$ cat src/hdl/pcv_pkg.sv
// pcv_pkg: shared types, constants and tables of the pixel depth converter
// item and result structs, internal command format, luminance rom, index wrap table
// no dependencies
package pcv_pkg;

  // palette size, any value from 16 to 256
  localparam int PalEntries = 256;
  localparam int PalAw      = $clog2(PalEntries);

  typedef logic [PalAw-1:0] pal_addr_t;
  typedef pal_addr_t wrap_lut_t [256];

  // 8-bit pixel index to palette address, wrapping beyond the palette size
  function automatic wrap_lut_t build_wrap_lut();
    wrap_lut_t lut;
    for (int k = 0; k < 256; k++) begin
      lut[k] = pal_addr_t'(k % PalEntries);
    end
    return lut;
  endfunction

  localparam wrap_lut_t WrapLut = build_wrap_lut();

  typedef enum logic [0:0] {
    CFG_GREY_MODE    = 1'b0,
    CFG_NARROW_INDEX = 1'b1
  } cfg_reg_e;

  typedef enum logic [1:0] {
    CMD_PAL_WRITE = 2'd0,
    CMD_PAL_CONV  = 2'd1,
    CMD_GREY_OUT  = 2'd2
  } cmd_kind_e;

  typedef struct packed {
    logic        op;
    logic [31:0] pixels;
    logic [7:0]  palette_index;
    logic [3:0]  red_nibble;
    logic [3:0]  green_nibble;
    logic [3:0]  blue_nibble;
  } in_item_t;

  typedef struct packed {
    logic [31:0] out_word;
    logic        last;
  } out_item_t;

  typedef struct packed {
    cmd_kind_e   kind;
    logic [31:0] data;      // pixel word or finished grey word
    pal_addr_t   wr_idx;
    logic [15:0] wr_entry;
  } cmd_t;

  typedef struct packed {
    logic full;
    logic empty;
  } q_stat_t;

  // luminance of each 8-bit pixel, top four bits only
  localparam logic [3:0] LumaRom [256] = '{
    4'd0,  4'd0,  4'd0,  4'd1,  4'd2,  4'd2,  4'd3,  4'd3,
    4'd4,  4'd5,  4'd5,  4'd6,  4'd7,  4'd7,  4'd8,  4'd8,
    4'd9,  4'd1,  4'd0,  4'd1,  4'd1,  4'd3,  4'd3,  4'd3,
    4'd4,  4'd5,  4'd6,  4'd6,  4'd6,  4'd8,  4'd8,  4'd9,
    4'd9,  4'd10, 4'd2,  4'd0,  4'd1,  4'd1,  4'd3,  4'd4,
    4'd4,  4'd4,  4'd6,  4'd6,  4'd7,  4'd7,  4'd8,  4'd9,
    4'd9,  4'd10, 4'd11, 4'd3,  4'd0,  4'd1,  4'd1,  4'd4,
    4'd5,  4'd4,  4'd4,  4'd6,  4'd7,  4'd8,  4'd8,  4'd9,
    4'd1,  4'd2,  4'd2,  4'd3,  4'd4,  4'd4,  4'd5,  4'd6,
    4'd6,  4'd7,  4'd7,  4'd8,  4'd9,  4'd9,  4'd10, 4'd1,
    4'd1,  4'd2,  4'd2,  4'd2,  4'd4,  4'd5,  4'd5,  4'd5,
    4'd7,  4'd7,  4'd8,  4'd8,  4'd9,  4'd9,  4'd10, 4'd11,
    4'd11, 4'd1,  4'd2,  4'd2,  4'd3,  4'd5,  4'd6,  4'd5,
    4'd6,  4'd7,  4'd8,  4'd9,  4'd8,  4'd10, 4'd10, 4'd11,
    4'd12, 4'd12, 4'd2,  4'd3,  4'd3,  4'd3,  4'd6,  4'd7,
    4'd6,  4'd6,  4'd8,  4'd9,  4'd9,  4'd9,  4'd10, 4'd11,
    4'd3,  4'd3,  4'd5,  4'd5,  4'd6,  4'd6,  4'd7,  4'd8,
    4'd8,  4'd8,  4'd10, 4'd10, 4'd10, 4'd11, 4'd2,  4'd3,
    4'd3,  4'd3,  4'd4,  4'd5,  4'd6,  4'd6,  4'd6,  4'd8,
    4'd9,  4'd9,  4'd9,  4'd10, 4'd11, 4'd11, 4'd12, 4'd2,
    4'd3,  4'd3,  4'd4,  4'd4,  4'd6,  4'd6,  4'd7,  4'd7,
    4'd9,  4'd10, 4'd10, 4'd10, 4'd11, 4'd12, 4'd12, 4'd13,
    4'd14, 4'd3,  4'd4,  4'd4,  4'd4,  4'd6,  4'd7,  4'd8,
    4'd8,  4'd10, 4'd11, 4'd11, 4'd11, 4'd12, 4'd13, 4'd13,
    4'd5,  4'd6,  4'd6,  4'd7,  4'd7,  4'd8,  4'd9,  4'd9,
    4'd10, 4'd11, 4'd11, 4'd12, 4'd12, 4'd3,  4'd4,  4'd4,
    4'd5,  4'd5,  4'd6,  4'd7,  4'd7,  4'd8,  4'd9,  4'd10,
    4'd10, 4'd11, 4'd12, 4'd12, 4'd13, 4'd13, 4'd4,  4'd4,
    4'd5,  4'd5,  4'd6,  4'd7,  4'd7,  4'd8,  4'd9,  4'd10,
    4'd10, 4'd11, 4'd11, 4'd13, 4'd13, 4'd14, 4'd14, 4'd4,
    4'd4,  4'd5,  4'd5,  4'd6,  4'd7,  4'd8,  4'd9,  4'd9,
    4'd11, 4'd11, 4'd12, 4'd12, 4'd14, 4'd14, 4'd15, 4'd15
  };

endpackage

$ cat src/hdl/pcv_cmd_queue.sv
// pcv_cmd_queue: two-entry command queue between front and back
// uses pcv_pkg for the command format and status struct
module pcv_cmd_queue import pcv_pkg::*; (
  input  logic    clk_i,
  input  logic    rst_ni,
  input  logic    push_i,
  input  cmd_t    cmd_i,
  input  logic    pop_i,
  output cmd_t    cmd_o,
  output q_stat_t stat_o
);

  cmd_t       mem_q [2];
  logic       wr_ptr_q, wr_ptr_d;
  logic       rd_ptr_q, rd_ptr_d;
  logic [1:0] cnt_q, cnt_d;
  logic       do_push, do_pop;

  assign stat_o.full  = (cnt_q == 2'd2);
  assign stat_o.empty = (cnt_q == 2'd0);
  assign cmd_o        = mem_q[rd_ptr_q];

  assign do_push = push_i && !stat_o.full;
  assign do_pop  = pop_i && !stat_o.empty;

  always_comb begin
    wr_ptr_d = wr_ptr_q ^ do_push;
    rd_ptr_d = rd_ptr_q ^ do_pop;
    cnt_d    = cnt_q + {1'b0, do_push} - {1'b0, do_pop};
  end

  always_ff @(posedge clk_i or negedge rst_ni) begin
    if (!rst_ni) begin
      wr_ptr_q <= 1'b0;
      rd_ptr_q <= 1'b0;
      cnt_q    <= 2'd0;
    end else begin
      wr_ptr_q <= wr_ptr_d;
      rd_ptr_q <= rd_ptr_d;
      cnt_q    <= cnt_d;
    end
  end

  always_ff @(posedge clk_i) begin
    if (do_push) begin
      mem_q[wr_ptr_q] <= cmd_i;
    end
  end

endmodule

$ cat config.mk
export PLATFORM = sky130hd
export DESIGN_NAME = pcv_cmd_queue
export DESIGN_NICKNAME = d
export VERILOG_FILES = /design/src/hdl/pcv_pkg.sv /design/src/hdl/pcv_cmd_queue.sv
export SDC_FILE = /design/constraint.sdc
export NUM_CORES = 1
export LEC_CHECK = 0
export BUFFER_PORTS_ARGS = -buffer_cell sky130_fd_sc_hd__buf_4
export CORE_MARGIN = 3
export CORE_UTILIZATION = 39
export DETAILED_ROUTE_END_ITERATION = 6
export SLEW_MARGIN = 10
export SYNTH_ARGS = -nofsm -noshare
export SYNTH_HDL_FRONTEND = slang
export SYNTH_SLANG_ARGS = --single-unit
$ cat constraint.sdc
create_clock -name clk_i -period 2.4 [get_ports clk_i]
set_input_delay 0.24 -clock clk_i [delete_from_list [all_inputs] [get_ports clk_i]]
set_output_delay 0.24 -clock clk_i [all_outputs]
set_load 0.005 [all_outputs]
==> flow_summary.json <==
{
  "grt_pass1_vias": 2416,
  "fp.dieH_um": 113,
  "antenna_found_initial": 0,
  "ff2ff_path_depth": 6,
  "overflow": 0,
  "synth_top_area_cell": "edfxtp_1",
  "vias_per_cell": 4.63,
  "whs_path_depth": 1,
  "antenna_cells": 0,
  "hold_viol": 0,
  "power_density_nw_per_um2": 1240,
  "ys_top_cells_by_count": "116 x edfxtp_1, 48 x mux2_2, 10 x mux2_4",
  "synth_nets": 267,
  "multi_input_area_um2": 800,
  "synth_area_um2": 4450,
  "synth_cell_type_count": 16,
  "row_count": 38,
  "pre_cts_slack_ns": 0.827,
  "vdd_drop_max_mv": 0.701,
  "drive_gt1_share_pct": 61.6,
  "yosysTopAreaCellShare_pct": 78.3,
  "grt_pass1_wl_um": 12200,
  "dieArea_um2": 12700,
  "post-cts-setup-buffer-count": 0,
  "pin_count": 122,
  "tightest_slew_ns": 0.272,
  "synth_cells": 201,
  "synth_edf_count": 116,
  "vias": 2289,
  "path_max_fanout": 39,
  "p_leak_nw": 2.37,
  "path_clk_slew_ns": 0.06,
  "ctsLongestPathBuffers": 2,
  "final_cell_count_no_fill": 494,
  "clkSinkCount": 120,
  "yosysWarnings": 0,
  "crit_type": "register to primary output",
  "grt_usage_pct": 12.6,
  "coreArea_um2": 11000,
  "syn2layout_area_growth_pct": 38.9,
  "period_share_pct": 76.0,
  "fin_area_um2": 6180,
  "cts_root_buf": "clkbuf_16",
  "period_needed_ns": 1.82,
  "cts_tree": "done",
  "regArea_um2": 3580,
  "synth_flop_cell": "edfxtp_1",
  "holdCritStartpoint": "cmd_i[4]",
  "die_w_um": 113,
  "synthTopCellsByArea": "edfxtp_1 78%, mux2_2 12%, mux2_4 3.4%",
  "ys_ff_latch": 120,
  "hpwl_um": 5160,
  "place_congestion": 0.692,
  "hold_class": "input pin to register",
  "fmaxAchievable_ghz": 0.548,
  "drc": 0,
  "routed_wirelength_um": 7780,
  "rsz0062_at_grt": "no",
  "fin_hold_ws_ns": 0.0261,
  "drt_first_iter_violations": 111,
  "post_drt_wl_per_cell_um": 15.7,
  "critPathCaptureType": "primary output",
  "clk_latency_ns": 0.40,
  "place_area_um2": 5570,
  "cp-start-kind": "register",
  "drtPass1Iterations": 5,
  "avgSynthCellArea_um2": 22.1,
  "fill_cells": 877,
  "status": "complete, no violations",
  "initial_utilization_pct": 40.5,
  "synthArstFlopShare_pct": 3.33,
  "cts_made_buffers": 17,
  "cts_max_level": 4,
  "cp-startpoint": "rd_ptr_q",
  "cp.required_ns": 2.16,
  "seq_area_frac_synth_pct": 80.5,
  "fin_nets": 407,
  "setup_viol": 0,
  "drv_cap": 0,
  "crit_arrival_ns": 1.58,
  "setup_ws_ns": 0.575,
  "drv_slew": 0,
  "slew_headroom_pct": 81.9,
  "dp_cells": 461,
  "portBuffers": 121,
  "r2r_start": "cnt_q[1]",
  "drtAntennaViolNets": 0,
  "grt_start_max_net_pins": 47,
  "fin_skew_ns": 0.00785,
  "yosysMostFrequentCell": "edfxtp_1"
}
layout make-up:
type	instances	area share, %
Sequential cell	120	58.0
Timing Repair Buffer	128	16.2
Multi-Input combinational cell	70	12.9
Clock buffer	19	7.01
Tap cell	140	2.83
Clock inverter	13	2.77
Inverter	4	0.243
report_power, final:
group | internal (W) | switching (W)
Clock | 0.00164 | 0.000871
Sequential | 0.00287 | 0.000113
Combinational | 0.00125 | 0.000941
state kept, by name, summed over array words and instances, names as in the netlist:
| name | count |
|---|---|
| mem_q | 116 |
| cnt_q | 2 |
| rd_ptr_q | 1 |
| wr_ptr_q | 1 |
placed cells by master, fill, tap and decap left out, drive strengths merged, types with 2 or more instances in the layout:
master,count
mux2,58
dfrtp,4
edfxtp,116
xnor2,2
ha,4
clkbuf,19
inv,6
bufinv,3
clkinv,3
clkinvlp,5
buf,127
per-stage QoR:
step           total power [W]  util (%)  setup TNS (ns)
2_1_floorplan          0.00421         -          -10.35
3_3_place_gp           0.00526      50.7               0
3_5_place_dp           0.00529      50.7               0
4_1_cts                0.00783      56.3               0
5_1_grt                0.00811      56.3               0
6_report               0.00769      56.3               0
critical path, stage by stage (launching register included):
cell     delay (ns)
dfrtp_2        0.38
buf_12         0.23
mux2_2         0.39
buf_4          0.14
routing by layer:
layer	part of all wire, %	track usage (%)	routed length (um)	vias up
met5	0	0	0	-
li1	-	-	-	1077
met4	0.64	4.33	50	0
met1	39	14.9	3040	1128
met3	8.3	5.29	648	4
met2	52	20.8	4030	80
what timing repair did:
item	4_1_cts	5_1_grt
hold buffers	1	0
resized for setup	0	0
hold endpoints to repair	4	0
logic make-up (layout without fill, tap and decap cells):
logic type	after synthesis	after routing	share of synthesized area, %
compound gates	1	1	0.169
buf+inv	11	164	1.63
fa+ha+maj	4	4	1.12
xor+xnor	3	3	0.590
mux	58	58	15.5
simple gates	4	4	0.450
flops	120	120	80.5
final timing paths:
check	to	slack [ns]
max	cmd_o[32]	0.58
min	mem_q[1][4]	0.03
max reg2reg	cnt_q[1]	0.82
min reg2reg	cnt_q[1]	0.55
max in group asynchronous	rd_ptr_q	2.12
min in group asynchronous	cnt_q[0]	0.17
(Power assumes the default switching activity.)
